## config.mk

```make
export PLATFORM = sky130hd
export DESIGN_NAME = vibration_pattern_sequencer_unit
export DESIGN_NICKNAME = d
export VERILOG_FILES = /design/src/hdl/vps_pkg.sv /design/src/hdl/vibration_pattern_sequencer_unit.sv
export SDC_FILE = /design/constraint.sdc
export NUM_CORES = 1
export LEC_CHECK = 0
export BUFFER_PORTS_ARGS = -buffer_cell sky130_fd_sc_hd__buf_2
export CORE_ASPECT_RATIO = 0.8
export CORE_MARGIN = 5
export CORE_UTILIZATION = 55
export CTS_CLUSTER_DIAMETER = 60
export DETAILED_ROUTE_END_ITERATION = 6
export PLACE_DENSITY = 0.79
export SLEW_MARGIN = 20
export SYNTH_ARGS = -nofsm -noshare
export SYNTH_HDL_FRONTEND = slang
export SYNTH_SLANG_ARGS = --single-unit
```

## constraint.sdc

```tcl
create_clock -name clk -period 7.36 [get_ports clk]
set_input_delay 1.84 -clock clk [delete_from_list [all_inputs] [get_ports clk]]
set_output_delay 1.84 -clock clk [all_outputs]
set_load 0.005 [all_outputs]
```

## src/hdl/vps_pkg.sv

```systemverilog
// Shared types and constants for the vibration pattern sequencer.
package vps_pkg;

  localparam int TICK_W   = 16;  // phase length counter width
  localparam int REPEAT_W = 10;  // repeat count field width
  localparam int PHASE_W  = 12;  // phase counters, up to 4 x repeat count
  localparam int CFG_AW   = 3;   // config register index width

  localparam logic [REPEAT_W-1:0] REPEAT_MAX = 10'd1023;

  typedef enum logic [1:0] {
    OP_TICK = 2'd0,
    OP_FAST = 2'd1,
    OP_SLOW = 2'd2,
    OP_STOP = 2'd3
  } op_t;

  typedef enum logic [1:0] {
    MODE_IDLE = 2'd0,
    MODE_FAST = 2'd1,
    MODE_SLOW = 2'd2
  } mode_t;

  // config register indexes
  localparam logic [CFG_AW-1:0] REG_FAST_ON        = 3'd0;
  localparam logic [CFG_AW-1:0] REG_FAST_SHORT_GAP = 3'd1;
  localparam logic [CFG_AW-1:0] REG_FAST_LONG_GAP  = 3'd2;
  localparam logic [CFG_AW-1:0] REG_SLOW_ON        = 3'd3;
  localparam logic [CFG_AW-1:0] REG_SLOW_GAP       = 3'd4;

  // config reset values
  localparam logic [TICK_W-1:0] FAST_ON_RST        = 16'd300;
  localparam logic [TICK_W-1:0] FAST_SHORT_GAP_RST = 16'd200;
  localparam logic [TICK_W-1:0] FAST_LONG_GAP_RST  = 16'd1200;
  localparam logic [TICK_W-1:0] SLOW_ON_RST        = 16'd300;
  localparam logic [TICK_W-1:0] SLOW_GAP_RST       = 16'd1700;

endpackage

```

## src/hdl/vibration_pattern_sequencer_unit.sv

```systemverilog
// Vibration pattern sequencer: timed on/off motor patterns driven by tick words.
//
// Each input word is a command: tick, start fast, start slow or stop. A start
// aborts any running pattern, turns the motor on and loads the first on phase;
// fast runs repeat_count cycles of on / short gap / on / long gap, slow runs
// repeat_count cycles of on / gap. Each tick counts the current phase down and
// moves to the next phase when it reaches zero, going idle with the motor off
// after the last one (a repeat count of zero still gives one on phase). Phase
// lengths come from five 16-bit config registers, sampled when a phase loads;
// a length of zero counts as one tick. Exactly one output word (motor level,
// busy) comes out per input word. Throughput is one word per clock: the
// whole state update is a single decrement, compare and phase select done on
// the accepting edge, and the result sits in one output register, so a new
// word is taken whenever that register is empty or being drained. A valid
// output word appears in the cycle after acceptance. Config writes are taken
// at any time but should only be issued while no pattern is running.
module vibration_pattern_sequencer_unit (
  input  logic                          clk,
  input  logic                          rst,
  // input stream
  input  logic                          s_axis_tvalid,
  output logic                          s_axis_tready,
  input  logic [15:0]                   s_axis_tdata,  // [9:0] repeat_count
  input  logic [1:0]                    s_axis_tuser,  // [1:0] operation
  // output stream
  output logic                          m_axis_tvalid,
  input  logic                          m_axis_tready,
  output logic [7:0]                    m_axis_tdata,  // [0] motor_on, [1] busy_res
  // config write port
  input  logic                          cfg_we,
  input  logic [vps_pkg::CFG_AW-1:0]    cfg_addr,
  input  logic [vps_pkg::TICK_W-1:0]    cfg_data
);
  import vps_pkg::*;

  // config registers
  logic [TICK_W-1:0] fast_on_ticks;
  logic [TICK_W-1:0] fast_short_gap_ticks;
  logic [TICK_W-1:0] fast_long_gap_ticks;
  logic [TICK_W-1:0] slow_on_ticks;
  logic [TICK_W-1:0] slow_gap_ticks;

  // pattern state
  mode_t              pattern_mode, pattern_mode_next;
  logic [PHASE_W-1:0] phases_done, phases_done_next;
  logic [PHASE_W-1:0] phases_total, phases_total_next;
  logic [TICK_W-1:0]  ticks_left, ticks_left_next;
  logic               drive_level, drive_level_next;

  // output register
  logic               out_valid;
  logic               out_motor;
  logic               out_busy;

  logic               in_fire;
  op_t                op;
  logic [REPEAT_W-1:0] rep_sat;
  logic [TICK_W-1:0]  ticks_dec;

  // phase loader outputs
  mode_t              load_mode;
  logic [1:0]         load_idx;
  logic [TICK_W-1:0]  load_len;
  logic               load_level;

  assign s_axis_tready = !out_valid || m_axis_tready;
  assign in_fire       = s_axis_tvalid && s_axis_tready;
  assign op            = op_t'(s_axis_tuser);

  assign m_axis_tvalid = out_valid;
  assign m_axis_tdata  = {6'd0, out_busy, out_motor};

  // zero length runs as one tick
  function automatic logic [TICK_W-1:0] phase_len(input logic [TICK_W-1:0] v);
    phase_len = (v == '0) ? TICK_W'(1) : v;
  endfunction

  always_ff @(posedge clk) begin
    if (rst) begin
      fast_on_ticks        <= FAST_ON_RST;
      fast_short_gap_ticks <= FAST_SHORT_GAP_RST;
      fast_long_gap_ticks  <= FAST_LONG_GAP_RST;
      slow_on_ticks        <= SLOW_ON_RST;
      slow_gap_ticks       <= SLOW_GAP_RST;
    end else if (cfg_we) begin
      unique case (cfg_addr)
        REG_FAST_ON:        fast_on_ticks        <= cfg_data;
        REG_FAST_SHORT_GAP: fast_short_gap_ticks <= cfg_data;
        REG_FAST_LONG_GAP:  fast_long_gap_ticks  <= cfg_data;
        REG_SLOW_ON:        slow_on_ticks        <= cfg_data;
        REG_SLOW_GAP:       slow_gap_ticks       <= cfg_data;
        default: ;  // unmapped index, dropped
      endcase
    end
  end

  // repeat field already fits 10 bits; clamp kept for the stated limit
  assign rep_sat = (s_axis_tdata[REPEAT_W-1:0] > REPEAT_MAX) ?
                   REPEAT_MAX : s_axis_tdata[REPEAT_W-1:0];

  assign ticks_dec = (ticks_left != '0) ? ticks_left - TICK_W'(1) : '0;

  // a start loads phase 0 of the new pattern, a tick the next phase of the running one
  assign load_mode = (op == OP_FAST) ? MODE_FAST :
                     (op == OP_SLOW) ? MODE_SLOW : pattern_mode;
  assign load_idx  = (op == OP_FAST || op == OP_SLOW) ? 2'd0 : phases_done[1:0];

  // phase loader: length and motor level of phase load_idx in load_mode
  always_comb begin
    load_len   = phase_len(slow_on_ticks);
    load_level = 1'b1;
    if (load_mode == MODE_FAST) begin
      case (load_idx)
        2'd0, 2'd2: begin
          load_len   = phase_len(fast_on_ticks);
          load_level = 1'b1;
        end
        2'd1: begin
          load_len   = phase_len(fast_short_gap_ticks);
          load_level = 1'b0;
        end
        default: begin
          load_len   = phase_len(fast_long_gap_ticks);
          load_level = 1'b0;
        end
      endcase
    end else if (load_idx[0]) begin
      load_len   = phase_len(slow_gap_ticks);
      load_level = 1'b0;
    end
  end

  // next state
  always_comb begin
    pattern_mode_next = pattern_mode;
    phases_done_next  = phases_done;
    phases_total_next = phases_total;
    ticks_left_next   = ticks_left;
    drive_level_next  = drive_level;

    unique case (op)
      OP_FAST, OP_SLOW: begin
        pattern_mode_next = load_mode;
        // total = repeat x 4 or repeat x 2
        phases_total_next = (op == OP_FAST) ? {rep_sat, 2'b00}
                                            : {1'b0, rep_sat, 1'b0};
        phases_done_next  = PHASE_W'(1);
        ticks_left_next   = load_len;
        drive_level_next  = load_level;
      end
      OP_STOP: begin
        pattern_mode_next = MODE_IDLE;
        phases_done_next  = '0;
        phases_total_next = '0;
        ticks_left_next   = '0;
        drive_level_next  = 1'b0;
      end
      default: begin  // tick
        if (pattern_mode != MODE_IDLE) begin
          ticks_left_next = ticks_dec;
          if (ticks_dec == '0) begin
            if (phases_done >= phases_total) begin
              pattern_mode_next = MODE_IDLE;
              phases_done_next  = '0;
              phases_total_next = '0;
              ticks_left_next   = '0;
              drive_level_next  = 1'b0;
            end else begin
              ticks_left_next  = load_len;
              drive_level_next = load_level;
              phases_done_next = phases_done + PHASE_W'(1);
            end
          end
        end
      end
    endcase
  end

  always_ff @(posedge clk) begin
    if (rst) begin
      pattern_mode <= MODE_IDLE;
      phases_done  <= '0;
      phases_total <= '0;
      ticks_left   <= '0;
      drive_level  <= 1'b0;
    end else if (in_fire) begin
      pattern_mode <= pattern_mode_next;
      phases_done  <= phases_done_next;
      phases_total <= phases_total_next;
      ticks_left   <= ticks_left_next;
      drive_level  <= drive_level_next;
    end
  end

  // result register
  always_ff @(posedge clk) begin
    if (rst) begin
      out_valid <= 1'b0;
    end else if (in_fire) begin
      out_valid <= 1'b1;
    end else if (m_axis_tready) begin
      out_valid <= 1'b0;
    end
  end

  always_ff @(posedge clk) begin
    if (in_fire) begin
      out_motor <= drive_level_next;
      out_busy  <= (pattern_mode_next != MODE_IDLE);
    end
  end

  // motor never runs without a pattern
  a_motor_needs_busy: assert property (@(posedge clk) disable iff (rst)
    out_valid && out_motor |-> out_busy)
    else $error("motor on while idle");

  // idle leaves counters cleared
  a_idle_clear: assert property (@(posedge clk) disable iff (rst)
    pattern_mode == MODE_IDLE |-> ticks_left == '0 && !drive_level)
    else $error("idle with live phase state");

  // running phase always has ticks left
  a_run_ticks: assert property (@(posedge clk) disable iff (rst)
    pattern_mode != MODE_IDLE |-> ticks_left != '0)
    else $error("running phase with zero length");

  // a start leaves the motor on and the pattern running
  a_start_on: assert property (@(posedge clk) disable iff (rst)
    in_fire && (op == OP_FAST || op == OP_SLOW)
      |=> drive_level && pattern_mode != MODE_IDLE && phases_done == PHASE_W'(1))
    else $error("start did not load first on phase");

endmodule
```

# Yosys cells after proc, flatten, opt, wreduce, memory -nomap -nowiden
# Index checks and enable logic that the tools add are counted.
# totals
register_bits,126
input_bits,42
out_inout_bits,10
wordCells,95
# classes
addsub,2
n_lt_le_gt_ge,2
eq_ne,10
mux,39
reduce_logical,29
# op_table
cell,n
2-to-1 mux 16 bit,11
logical NOT 16 bit,6
2-to-1 mux 12 bit,7
case mux 16 bit (2 select lines),2
case mux 12 bit (2 select lines),2
nonzero test 16 bit,1
"subtractor 16 x 1 -> 16 bit, second input constant",1
"adder 12 x 1 -> 12 bit, second input constant",1
>= comparator 12 bit,1
2-to-1 mux 2 bit,6
AND reduction 2 bit,6
"> comparator 10 bit, second input constant",1
2-to-1 mux 10 bit,1
nonzero test 3 bit,3
2-to-1 mux 1 bit,8
"== test 2 x 1 -> 1 bit, second input constant",3
"== test 2 bit, second input constant",3
"== test 3 x 2 -> 1 bit, second input constant",2
nonzero test 2 bit,3
case mux 2 bit (2 select lines),1
AND reduction 4 bit,1
OR reduction 2 bit,2
"== test 3 x 1 -> 1 bit, second input constant",1
"== test 3 bit, second input constant",1
other kinds (7),8

# Longest topological paths before layout
# Gate-level depths: netlist of run 1.
# depth
word_depth,11
depth_mapped,11
ltp_nobuf,9

# Worst setup path after synthesis of run 1
# OpenSTA, ideal clock, no wires.
# synth_timing
kind,input port to output port
start,input port m_axis_tready
end,output port s_axis_tready
t_arrival_ps,1997
required_ps,5520
path_slack_ps,3523
cell_stages,1
n_path_buf,0
cell_sequence,nand2b_1
# synth_between
elab_chain_len,1
# synth_lines
item,line_no,text
"start, declared",vibration_pattern_sequencer_unit.sv:27,"input logic m_axis_tready,"
logical OR 1 bit,vibration_pattern_sequencer_unit.sv:66,assign s_axis_tready = !out_valid || m_axis_tready;
"end, declared",vibration_pattern_sequencer_unit.sv:22,"output logic s_axis_tready,"
# Every way passes these cells.

# Worst setup path in the final report of run 1
# Ends and elaborated chain as after synthesis.

==> summary.md, run 1 <==
| Metric | Value |
|---|---|
| Post-route cell area | 7320 um^2 |
| Crit Path Max Fanout | 3 |
| Reg2Reg Depth | 9 |
| Core Rows | 35 |
| Synth Register Bits | 125 |
| # hold bufs at CTS | 0 |
| Number of flops mapped to enable cells by yosys | 2 |
| Ports | 52 |
| DR pass1 iterations | 5 |
| Area growth syn-to-layout | 12.2% |
| CTS Buffer Depth | 2 |
| Warnings from Yosys | 0 |
| Antenna-violating nets left | 0 |
| Die area | 14100 um^2 |
| Layout cells sized above 1 | 11.7% |
| Residual DRC count | 0 |
| Cell taking the most area after synthesis | dfxtp_1 |
| Fill cells | about 1000 |
| CTS H-tree lvls | 4 |
| WP data required | 5.52 ns |
| Synth Cell Area | ~6500 um^2 |
| Worst Setup EP | s_axis_tready |
| Ranking of synthesized cells by area | dfxtp_1 (38%), nand2_1 (11%), a21oi_1 (8.5%) |
| Vias in the first global route | between 5000 and 6000 |
| Reg2Reg Capture Point | ticks_left[0]$_SDFFE_PP0P_ |
| RePlAce Congestion | just over 0.9 |
| Die Ht | 107 um |
| Final setup violation count | 0 |
| CP Launch Type | input port |
| Hold Path Class | reg2reg |
| Max-slew violations | 0 |
| Via/cell ratio | 6.15 |
| Post-CTS Setup Inserts | 0 |
| Leak Pwr | 0.00273 uW |
| Max_slew headroom | 29.6% |
| Peak supply drop | between 0.15 and 0.2 mV |
| CTS Buf Count | 17 |
| Crit path time final | just over 4 ns |
| Hold violation count in the final report | 0 |
| Worst Tran Pin Value | 1.05 ns |
| Antenna violations before repair | 0 |
| WS Path Type | in2out |
| Total Routing Usage GR | 24.7% |
| Clk Latency, worst-skew pair | 0.42 ns |
| First-pass GRT wire length | 28.7 mm |
| WL/cell | 17.4 um |
| Async S/R FF share, synth | 0% |
| CP endpoint kind | output port |
| Resized Gates After CTS | 0 |
| Post-synth top area share | between 30% and 40% |
| Reg2reg setup slack | about 3.4 ns |
| RSZ-0062 raised after global routing | false |
| Primary FF master, synth | dfxtp_1 |
| Post-DP HPWL | 11.9 mm |
| Arrival @ worst endpoint | 2.24 ns |
| Tcrit/Tclk final | 55.5% |
| Status | finished clean |
| Grt ovf | 0 |
| Vias | around 6300 |
| Pwr dens | between 200 and 300 nW/um^2 |
| Sequential-to-total area share from yosys stat | 38.7% |
| CTS tree | yes |
| Synth Area per Inst | 7.64 um^2 |
| Ant. Diodes | 0 |
| # port buffers | 39 |
| Root buf cell | clkbuf_16 |
| Core Box Area | 11600 um^2 |
| Placed instance count | 985 |
| Worst Setup SP | m_axis_tready |
| Total of max-cap violations | 0 |
| Final Skew | 0.00951 ns |
| Top cells by count, synth | nand2_1 (195), dfxtp_1 (123), a21oi_1 (111) |
| Post-Route WL | about 18 mm |
| Final setup TNS | 0 ns |
| Nets | 915 |
| Cells after Synth | 853 |
| Die W | 132 um |
| Most common cell in the netlist | nand2_1 |
| Post-route insts no fill | 1017 |
| R2r startpoint | phases_done[1]$_SDFFE_PP0P_ |
| Netlist cell types | 60 |
| Max Clk Rate | between 0.2 and 0.25 GHz |
| Initial core utilization | approximately 56% |
| Clock Sinks | 125 |
| Placed inst area | 6670 um^2 |
| Clock transition at path regs | around 0.06 ns |
| Iter 0 DRT Violations | 556 |
| Largest net degree at the start of global routing | 93 |
[layer usage]
layer / track usage [%] / wire length [um] / vias up
met2: 36.2 / 7630 / 256
met5: 0 / 0 / -
met3: 6.40 / 1500 / 38
met4: 8.15 / 329 / 0
met1: 35.4 / 8190 / 2921
li1: - / - / 3039
[final cells by class]
cell class / instances / area, um^2 / area share (%)
Clock buffer: 22 / 495 / 6.77
Clock inverter: 10 / 134 / 1.83
Inverter: 24 / 90.1 / 1.23
Multi-Input combinational cell: 645 / 3670 / 50.1
Sequential cell: 125 / 2520 / 34.5
Tap cell: 148 / 185 / 2.53
Timing Repair Buffer: 43 / 225 / 3.08
[kinds of logic after synthesis]
kind of cell    count (synthesis)  synth area share (%)
xor+xnor                        7                 0.940
mux                            25                  4.43
compound gates                219                  20.4
simple gates                  371                  26.6
other cells                     1                0.0575
fa+ha+maj                      17                  3.26
buf+inv                        88                  5.68
flops                         125                  38.7
[flip-flops by register name (all words and copies together), names as in the netlist]
name and cells:
m_axis_tvalid 1, phases_total 11, phases_done 12, slow_gap_ticks 16
fast_long_gap_ticks 16, fast_on_ticks 16, slow_on_ticks 16, drive_level 1
pattern_mode 2, fast_short_gap_ticks 16, out_busy 1, out_motor 1
ticks_left 16
[layout by cell type, fill, tap and decap left out, types with 18 or more instances in the layout]
master | netlist | routed
a21oi_1 | 111 | 111
a221oi_1 | 18 | 18
buf_2 | 5 | 39
clkbuf_16 | 0 | 18
dfxtp_1 | 123 | 123
inv_1 | 24 | 24
nand2_1 | 195 | 195
nand3_1 | 32 | 32
nor2_1 | 41 | 39
nor4_1 | 25 | 25
o21ai_0 | 37 | 37
[power breakdown]
part	internal, uW	total [uW]	switching (uW)
clock network	578	888	310
logic	96.5	267	170
registers	704	729	25.0
[critical path: stages]
cell and delay [ns]:
buf_2 0.10, nand2b_1 0.17, buf_2 0.14
[how the worst min path moves through the flow]
stage                     cells past startpoint                                    end  slack (ns)                             startpoint
after floorplan                               2          fast_on_ticks[0]$_SDFFE_PP0P_        0.44          fast_on_ticks[0]$_SDFFE_PP0P_
after global placement                        2          fast_on_ticks[0]$_SDFFE_PP0P_        0.45          fast_on_ticks[0]$_SDFFE_PP0P_
after detailed placement                      2          fast_on_ticks[0]$_SDFFE_PP0P_        0.46          fast_on_ticks[0]$_SDFFE_PP0P_
after CTS                                     2          fast_on_ticks[0]$_SDFFE_PP0P_        0.47          fast_on_ticks[0]$_SDFFE_PP0P_
after global routing                          2   fast_short_gap_ticks[5]$_SDFFE_PP0P_        0.49   fast_short_gap_ticks[5]$_SDFFE_PP0P_
final                                         2  fast_short_gap_ticks[14]$_SDFFE_PP0P_        0.47  fast_short_gap_ticks[14]$_SDFFE_PP0P_
[metrics by stage]
stage / worst slack, ns / total power [uW] / hold WS, ns / utilization [%]
6_report: 3.28 / 1880 / 0.471 / 63.3
3_5_place_dp: 2.88 / 999 / 0.456 / 57.7
5_1_grt: 3.15 / 1960 / 0.487 / 63.3
3_3_place_gp: 2.93 / 994 / 0.451 / 57.7
2_1_floorplan: 3.52 / 937 / 0.436 / -
4_1_cts: 3.27 / 1880 / 0.466 / 63.1
(Power assumes the default switching activity.)
==> inputs of run 2 (changes only) <==
--- a/config.mk
+++ b/config.mk
@@ -5,13 +5,14 @@
 export SDC_FILE = /design/constraint.sdc
 export NUM_CORES = 1
 export LEC_CHECK = 0
+export ABC_AREA = 1
 export BUFFER_PORTS_ARGS = -buffer_cell sky130_fd_sc_hd__buf_2
 export CORE_ASPECT_RATIO = 0.8
 export CORE_MARGIN = 5
 export CORE_UTILIZATION = 55
 export CTS_CLUSTER_DIAMETER = 60
 export DETAILED_ROUTE_END_ITERATION = 6
-export PLACE_DENSITY = 0.79
+export PLACE_DENSITY = 0.82
 export SLEW_MARGIN = 20
 export SYNTH_ARGS = -nofsm -noshare
 export SYNTH_HDL_FRONTEND = slang
==> constraint.sdc (replaced) <==
create_clock -name clk -period 3.5 [get_ports clk]
set_input_delay 0.875 -clock clk [delete_from_list [all_inputs] [get_ports clk]]
set_output_delay 0.875 -clock clk [all_outputs]
set_load 0.005 [all_outputs]
==> summary.md, run 2 <==
| Metric | Value |
|---|---|
| Bufs and invs on worst path | 2 (unchanged) |
| Die area | 15100 um^2 (+6.7%) |
| Antenna-violating nets left | 0 (unchanged) |
| CTS tree | yes |
| CTS Buffer Depth | 2 (unchanged) |
| Grt ovf | 0 (unchanged) |
| Failing checks | DRC |
| Pwr dens | 515 nW/um^2 (+100%) |
| Iter 0 DRT Violations | 842 (+51%) |
| Top cells by count, synth | nand2_1 (186), inv_1 (148), nor2_1 (130) |
| CTS H-tree lvls | 4 (unchanged) |
| Worst Tran Pin Value | 0.808 ns (-0.247 ns) |
| Synth Area per Inst | 6.65 um^2 (-13%) |
| Vias | 7085 (+13%) |
| Peak supply drop | 0.370 mV (+95%) |
| Commonest cells after routing, fill and taps aside | nand2_1 (186), inv_1 (147), nor2_1 (130) |
| Sequential-to-total area share from yosys stat | 36.0% (-2.7 points) |
| Die Ht | 111 um (+3.3%) |
| Residual DRC count | 1 (+1) |
| Root buf cell | clkbuf_16 |
| Max Clk Rate | 0.352 GHz |
| CP endpoint kind | flop |
| Synth Cell Area | 7000 um^2 (+7.4%) |
| Final setup TNS | 0 ns (unchanged) |
| Via/cell ratio | 5.60 (-8.9%) |
| Nets | 1140 (+25%) |
| Max-slew violations | 0 (unchanged) |
| Ranking of synthesized cells by area | dfxtp_1 (35%), nand2_1 (10%), o21ai_0 (8.0%) |
| Clock transition at path regs | 0.06 ns (about the same) |
| First-pass GRT wire length | 31.9 mm (+11%) |
| Critical path's slowest cell | o21ai_2 |
| Post-Route WL | 19.3 mm (+9.6%) |
| RePlAce Congestion | 0.947 (+4.1%) |
| Placed inst area | 7340 um^2 (+10%) |
| Post-route insts no fill | 1265 (+24%) |
| WS Path Type | reg2reg |
| Arrival @ worst endpoint | 3.22 ns (+0.98 ns) |
| Cell taking the most area after synthesis | dfxtp_1 |
| Vias in the first global route | 6519 (+16%) |
| Final Skew | 0.0120 ns (+0.00251 ns) |
| Reg2Reg Depth | 16 (+7) |
| Ports | 52 (unchanged) |
| Crit-path leading delay family | simple AND/OR/NAND/NOR gates |
| Placed instance count | 1233 (+25%) |
| CP Launch Type | flop |
| # port buffers | 39 (unchanged) |
| Leak Pwr | 0.00358 uW (+31%) |
| Cells after Synth | 1053 (+23%) |
| Largest stage delay, worst path | 0.50 ns (+0.33 ns) |
| Clock Sinks | 125 (unchanged) |
| # hold bufs at CTS | 0 (unchanged) |
| DR pass1 iterations | 7 (+2) |
| Die W | 136 um (+3.3%) |
| Layout cells sized above 1 | 10.9% (-0.86 points) |
| Max_slew headroom | 46.1% (+16 points) |
| Pre-CTS setup slack | 0.384 ns (-2.50 ns) |
| Ant. Diodes | 0 (unchanged) |
| Hold Path Class | reg2reg |
| Number of flops mapped to enable cells by yosys | 2 (unchanged) |
| Hold Path Depth | 2 (unchanged) |
| WP data required | 3.87 ns (-1.65 ns) |
| Crit path time final | 2.84 ns |
| Hold violation count in the final report | 0 (unchanged) |
| Core Rows | 36 (+2.9%) |
| Post-route cell area | 7920 um^2 (+8.2%) |
| Primary FF master, synth | dfxtp_1 |
| Warnings from Yosys | 0 (unchanged) |
| Final WS setup | 0.660 ns (-2.62 ns) |
| Synth Register Bits | 125 (unchanged) |
| Initial core utilization | 56.7% (+0.33 points) |
| RSZ-0062 raised after global routing | false |
| Largest net degree at the start of global routing | 52 (-44%) |
| Post-synth top area share | 35.2% (-2.6 points) |
| WL/cell | 15.3 um (-12%) |
| Antenna violations before repair | 0 (unchanged) |
| Most common cell after layout, fill and taps aside | nand2_1 |
| Netlist cell types | 41 (-32%) |
| Status | finished with violations |
| Crit-path most repeated cell | nand2_1 |
| CTS Buf Count | 17 (unchanged) |
| Crit Path Max Fanout | 19 (+16) |
| Tcrit/Tclk final | 81.2% |
| Most common cell in the netlist | nand2_1 |
| WP depth | 16 (+13) |
| Area growth syn-to-layout | 13.1% |
| Core Box Area | 12300 um^2 (+6.8%) |
| Clk Latency, worst-skew pair | 0.43 ns (about the same) |
| Total Routing Usage GR | 26.0% (+1.3 points) |
| Worst path cell trace | inv_1 -> ha_1 -> nand2_4 -> nor2_8 -> nand2_4 -> nand2_1 -> nand2_1 -> nor2_1 -> nand2_1 -> nor2_2 -> nand3_2 -> o21ai_2 -> nand3_1 -> nand2_1 -> nand2_1 -> inv_1 |
| Total of max-cap violations | 0 (unchanged) |
| Async S/R FF share, synth | 0% (unchanged) |
| Post-CTS Setup Inserts | 0 (unchanged) |
| Post-DP HPWL | 13.5 mm (+13%) |
| Resized Gates After CTS | 0 (unchanged) |
| Final setup violation count | 0 (unchanged) |
## run 2: cell types whose count changed in the layout (fill, tap and decap cells not counted), sizes merged, moves of 12 or more
cell    before  now
inv         24  150
nand3       32   67
a21oi      111   89
o21ai       37  124
and3        12    0
buf         43   59
a221oi      18    0
mux2i       12    0
nor2        41  138
## run 2: final timing paths
kind	to	start	slack (ns)
worst max register to register	ticks_left[15]$_SDFFE_PP0P_	ticks_left[0]$_SDFFE_PP0P_	0.66
worst max-delay path	ticks_left[15]$_SDFFE_PP0P_	ticks_left[0]$_SDFFE_PP0P_	0.66
worst min register to register	slow_on_ticks[15]$_SDFFE_PP0P_	slow_on_ticks[15]$_SDFFE_PP0P_	0.47
worst min-delay path	slow_on_ticks[15]$_SDFFE_PP0P_	slow_on_ticks[15]$_SDFFE_PP0P_	0.47
## run 2: where the power goes
group          leakage (uW)  switching, uW  internal, uW  total (uW)
sequential          0.00102           58.0          1500        1560
combinational       0.00227            541           264         805
clock              0.000287            647          1070        1720
total               0.00358           1250          2830        4080
## run 2: worst register-to-register path: stages (launching register included)
cell and delay, ns:
dfxtp_1 0.30, inv_1 0.11, ha_1 0.27, nand2_4 0.13
nor2_8 0.17, nand2_4 0.18, nand2_1 0.18, nand2_1 0.06
nor2_1 0.09, nand2_1 0.07, nor2_2 0.16, nand3_2 0.17
o21ai_2 0.50, nand3_1 0.20, nand2_1 0.11, nand2_1 0.05
inv_1 0.04
## run 2: metrics by stage
stage | hold slack (ns) | utilization [%] | total power, uW
6_report | 0.473 | 64.2 | 4080
3_5_place_dp | 0.453 | 59.5 | 2360
4_1_cts | 0.467 | 64.2 | 4070
5_1_grt | 0.492 | 64.2 | 4260
3_3_place_gp | 0.455 | 59.5 | 2350
2_1_floorplan | 0.436 | - | 2160
## run 2: layout make-up
type	instances	area (um^2)
Fill cell	1092	4420
Sequential cell	125	2520
Inverter	150	563
Clock buffer	22	495
Multi-Input combinational cell	728	3670
Timing Repair Buffer	59	370
Tap cell	171	214
Clock inverter	10	83.8
## run 2: cells by family (layout without fill, tap and decap cells)
family	Yosys count	count (layout)	synth area share, %
compound gates	260	260	20.3
other cells	1	6	0.0536
buf+inv	205	241	11.8
flops	125	125	36.0
xor+xnor	9	9	1.13
fa+ha+maj	17	17	3.04
simple gates	436	436	27.6
## run 2: metal layers
metal  GRT usage (%)  wire, um
met3            6.35      1890
met5               0         0
met1            36.6      8680
met2            39.1      8430
met4            8.26       338
==> inputs of run 3 (changes only) <==
--- a/config.mk
+++ b/config.mk
@@ -5,14 +5,14 @@
 export SDC_FILE = /design/constraint.sdc
 export NUM_CORES = 1
 export LEC_CHECK = 0
-export ABC_AREA = 1
+export ABC_AREA = 0
 export BUFFER_PORTS_ARGS = -buffer_cell sky130_fd_sc_hd__buf_2
 export CORE_ASPECT_RATIO = 0.8
 export CORE_MARGIN = 5
 export CORE_UTILIZATION = 55
 export CTS_CLUSTER_DIAMETER = 60
 export DETAILED_ROUTE_END_ITERATION = 6
-export PLACE_DENSITY = 0.82
+export PLACE_DENSITY = 0.79
 export SLEW_MARGIN = 20
 export SYNTH_ARGS = -nofsm -noshare
 export SYNTH_HDL_FRONTEND = slang
==> constraint.sdc (replaced) <==
create_clock -name clk -period 2.7 [get_ports clk]
set_input_delay 0.675 -clock clk [delete_from_list [all_inputs] [get_ports clk]]
set_output_delay 0.675 -clock clk [all_outputs]
set_load 0.005 [all_outputs]
==> summary.md, run 3 (synthesis gave the netlist of run 1 again) <==
| Metric | Value |
|---|---|
| Status | finished clean |
| CTS Buf Count | 17 (unchanged) |
| Commonest cells after routing, fill and taps aside | nand2_1 (195), dfxtp_1 (123), a21oi_1 (111) |
| Antenna-violating nets left | 0 (unchanged) |
| Via/cell ratio | 6.15 (+9.8%) |
| CTS H-tree lvls | 4 (unchanged) |
| Layout cells sized above 1 | 17.3% (+6.4 points) |
| Antenna violations before repair | 0 (unchanged) |
| Tot Pwr | 5150 uW (+26%) |
| Vias | 6593 (-6.9%) |
| Hold violation count in the final report | 0 (unchanged) |
| RePlAce Congestion | 0.919 (-3.0%) |
| Core Rows | 35 (-2.8%) |
| Nets | 972 (-15%) |
| DR pass1 iterations | 6 (-1) |
| Placed instance count | 1039 (-16%) |
| Most common cell after layout, fill and taps aside | nand2_1 |
| # port buffers | 39 (unchanged) |
| Worst Tran Pin Value | 0.747 ns (-0.0609 ns) |
| Crit-path leading delay family | simple AND/OR/NAND/NOR gates |
| First-pass GRT wire length | 29.9 mm (-6.2%) |
| WS Path Type | reg2reg |
| Crit path time final | 2.60 ns (-0.239 ns) |
| Crit Path Max Fanout | 3 (-16) |
| Hold Path Class | reg2reg |
| Pre-CTS setup slack | -0.0267 ns (-0.410 ns) |
| CP Launch Type | flop |
| Iter 0 DRT Violations | 693 (-18%) |
| Bufs and invs on worst path | 2 (unchanged) |
| Clock transition at path regs | 0.06 ns (about the same) |
| Post-route cell area | 7790 um^2 (-1.6%) |
| Clock Sinks | 125 (unchanged) |
| Pwr dens | 661 nW/um^2 (+28%) |
| Final setup TNS | 0 ns (unchanged) |
| Peak supply drop | 0.514 mV (+39%) |
| Total of max-cap violations | 0 (unchanged) |
| Largest net degree at the start of global routing | 47 (-9.6%) |
| Largest stage delay, worst path | 0.48 ns (-0.02 ns) |
| Ant. Diodes | 0 (unchanged) |
| Placed inst area | 7120 um^2 (-3.0%) |
| Max_slew headroom | 49.8% (+3.7 points) |
| Clk Latency, worst-skew pair | 0.41 ns (-0.02 ns) |
| WL/cell | 17.4 um (+14%) |
| Final setup violation count | 0 (unchanged) |
| CP endpoint kind | flop |
| Area growth syn-to-layout | 19.5% |
| Post-DP HPWL | 12.9 mm (-4.6%) |
| Core Box Area | 11600 um^2 (-6.3%) |
| Die W | 132 um (-3.2%) |
| Max Clk Rate | 0.384 GHz (+9.2%) |
| Vias in the first global route | 6020 (-7.7%) |
| Final WS setup | 0.0984 ns (-0.561 ns) |
| Worst path cell trace | inv_2 -> ha_4 -> or4b_4 -> xnor2_1 -> o31ai_2 -> and4_2 -> buf_4 -> nor2_1 -> o31a_1 -> a22o_1 |
| Grt ovf | 0 (unchanged) |
| Initial core utilization | 56.4% (-0.33 points) |
| Residual DRC count | 0 (-1) |
| Root buf cell | clkbuf_16 |
| CTS tree | yes |
| CTS Buffer Depth | 2 (unchanged) |
| Final Skew | 0.00683 ns (-0.00519 ns) |
| Ports | 52 (unchanged) |
| Tcrit/Tclk final | 96.4% (+15 points) |
| Leak Pwr | 0.00301 uW (-16%) |
| Die Ht | 107 um (-3.2%) |
| Max-slew violations | 0 (unchanged) |
| Critical path's slowest cell | or4b_4 |
| Post-Route WL | 18.7 mm (-3.4%) |
| WP data required | 3.01 ns (-0.86 ns) |
| Die area | 14100 um^2 (-6.3%) |
| Total Routing Usage GR | 25.8% (-0.21 points) |
| Arrival @ worst endpoint | 2.91 ns (-0.31 ns) |
| Post-route insts no fill | 1072 (-15%) |
## run 3: metrics by stage
stage | hold WS, ns | utilization, %
floorplan | 0.436 | -
global placement | 0.457 | 61.5
detailed placement | 0.461 | 61.5
CTS | 0.471 | 66.7
global route | 0.487 | 67.4
finish | 0.471 | 67.4
## run 3: power breakdown
group,switching [uW],internal (uW)
Sequential,55.7,1920
Clock,809,1440
Combinational,531,387
Total,1400,3750
## run 3: worst paths after layout
check                                  startpoint  slack, ns                                   end  cells after the start
max                    ticks_left[0]$_SDFFE_PP0P_        0.1          pattern_mode[0]$_SDFFE_PP0P_                     10
min          fast_short_gap_ticks[5]$_SDFFE_PP0P_       0.47  fast_short_gap_ticks[5]$_SDFFE_PP0P_                      2
max reg2reg            ticks_left[0]$_SDFFE_PP0P_        0.1          pattern_mode[0]$_SDFFE_PP0P_                     10
min reg2reg  fast_short_gap_ticks[5]$_SDFFE_PP0P_       0.47  fast_short_gap_ticks[5]$_SDFFE_PP0P_                      2
## run 3: repair_timing
item                                    4_1_cts  5_1_grt
resized for setup                             3       12
pin swaps                                     1       10
endpoints found under the hold margin         0        0
setup buffers                                 0        2
gates cloned                                  0        1
hold buffers                                  0        0
endpoints found under the setup margin       29       35
## run 3: worst reg2reg max path: stages, from the launching register on
cell     delay, ns
dfxtp_1       0.32
inv_2         0.10
ha_4          0.15
or4b_4        0.48
xnor2_1       0.16
o31ai_2       0.31
and4_2        0.34
buf_4         0.14
nor2_1        0.05
o31a_1        0.29
a22o_1        0.18
## run 3: metal layers
metal | global-route usage, % | vias to the layer above | routed length [um]
met3 | 7.29 | 47 | 1770
li1 | - | 3151 | -
met2 | 38.4 | 321 | 8260
met5 | 0 | - | 0
met4 | 8.44 | 0 | 370
met1 | 36.1 | 3074 | 8280
## run 3: layout make-up
class	count	area [um^2]
Clock buffer	24	492
Clock inverter	6	83.8
Fill cell	966	3770
Inverter	24	90.1
Multi-Input combinational cell	645	3720
Sequential cell	125	2520
Tap cell	148	185
Timing Repair Buffer	100	698
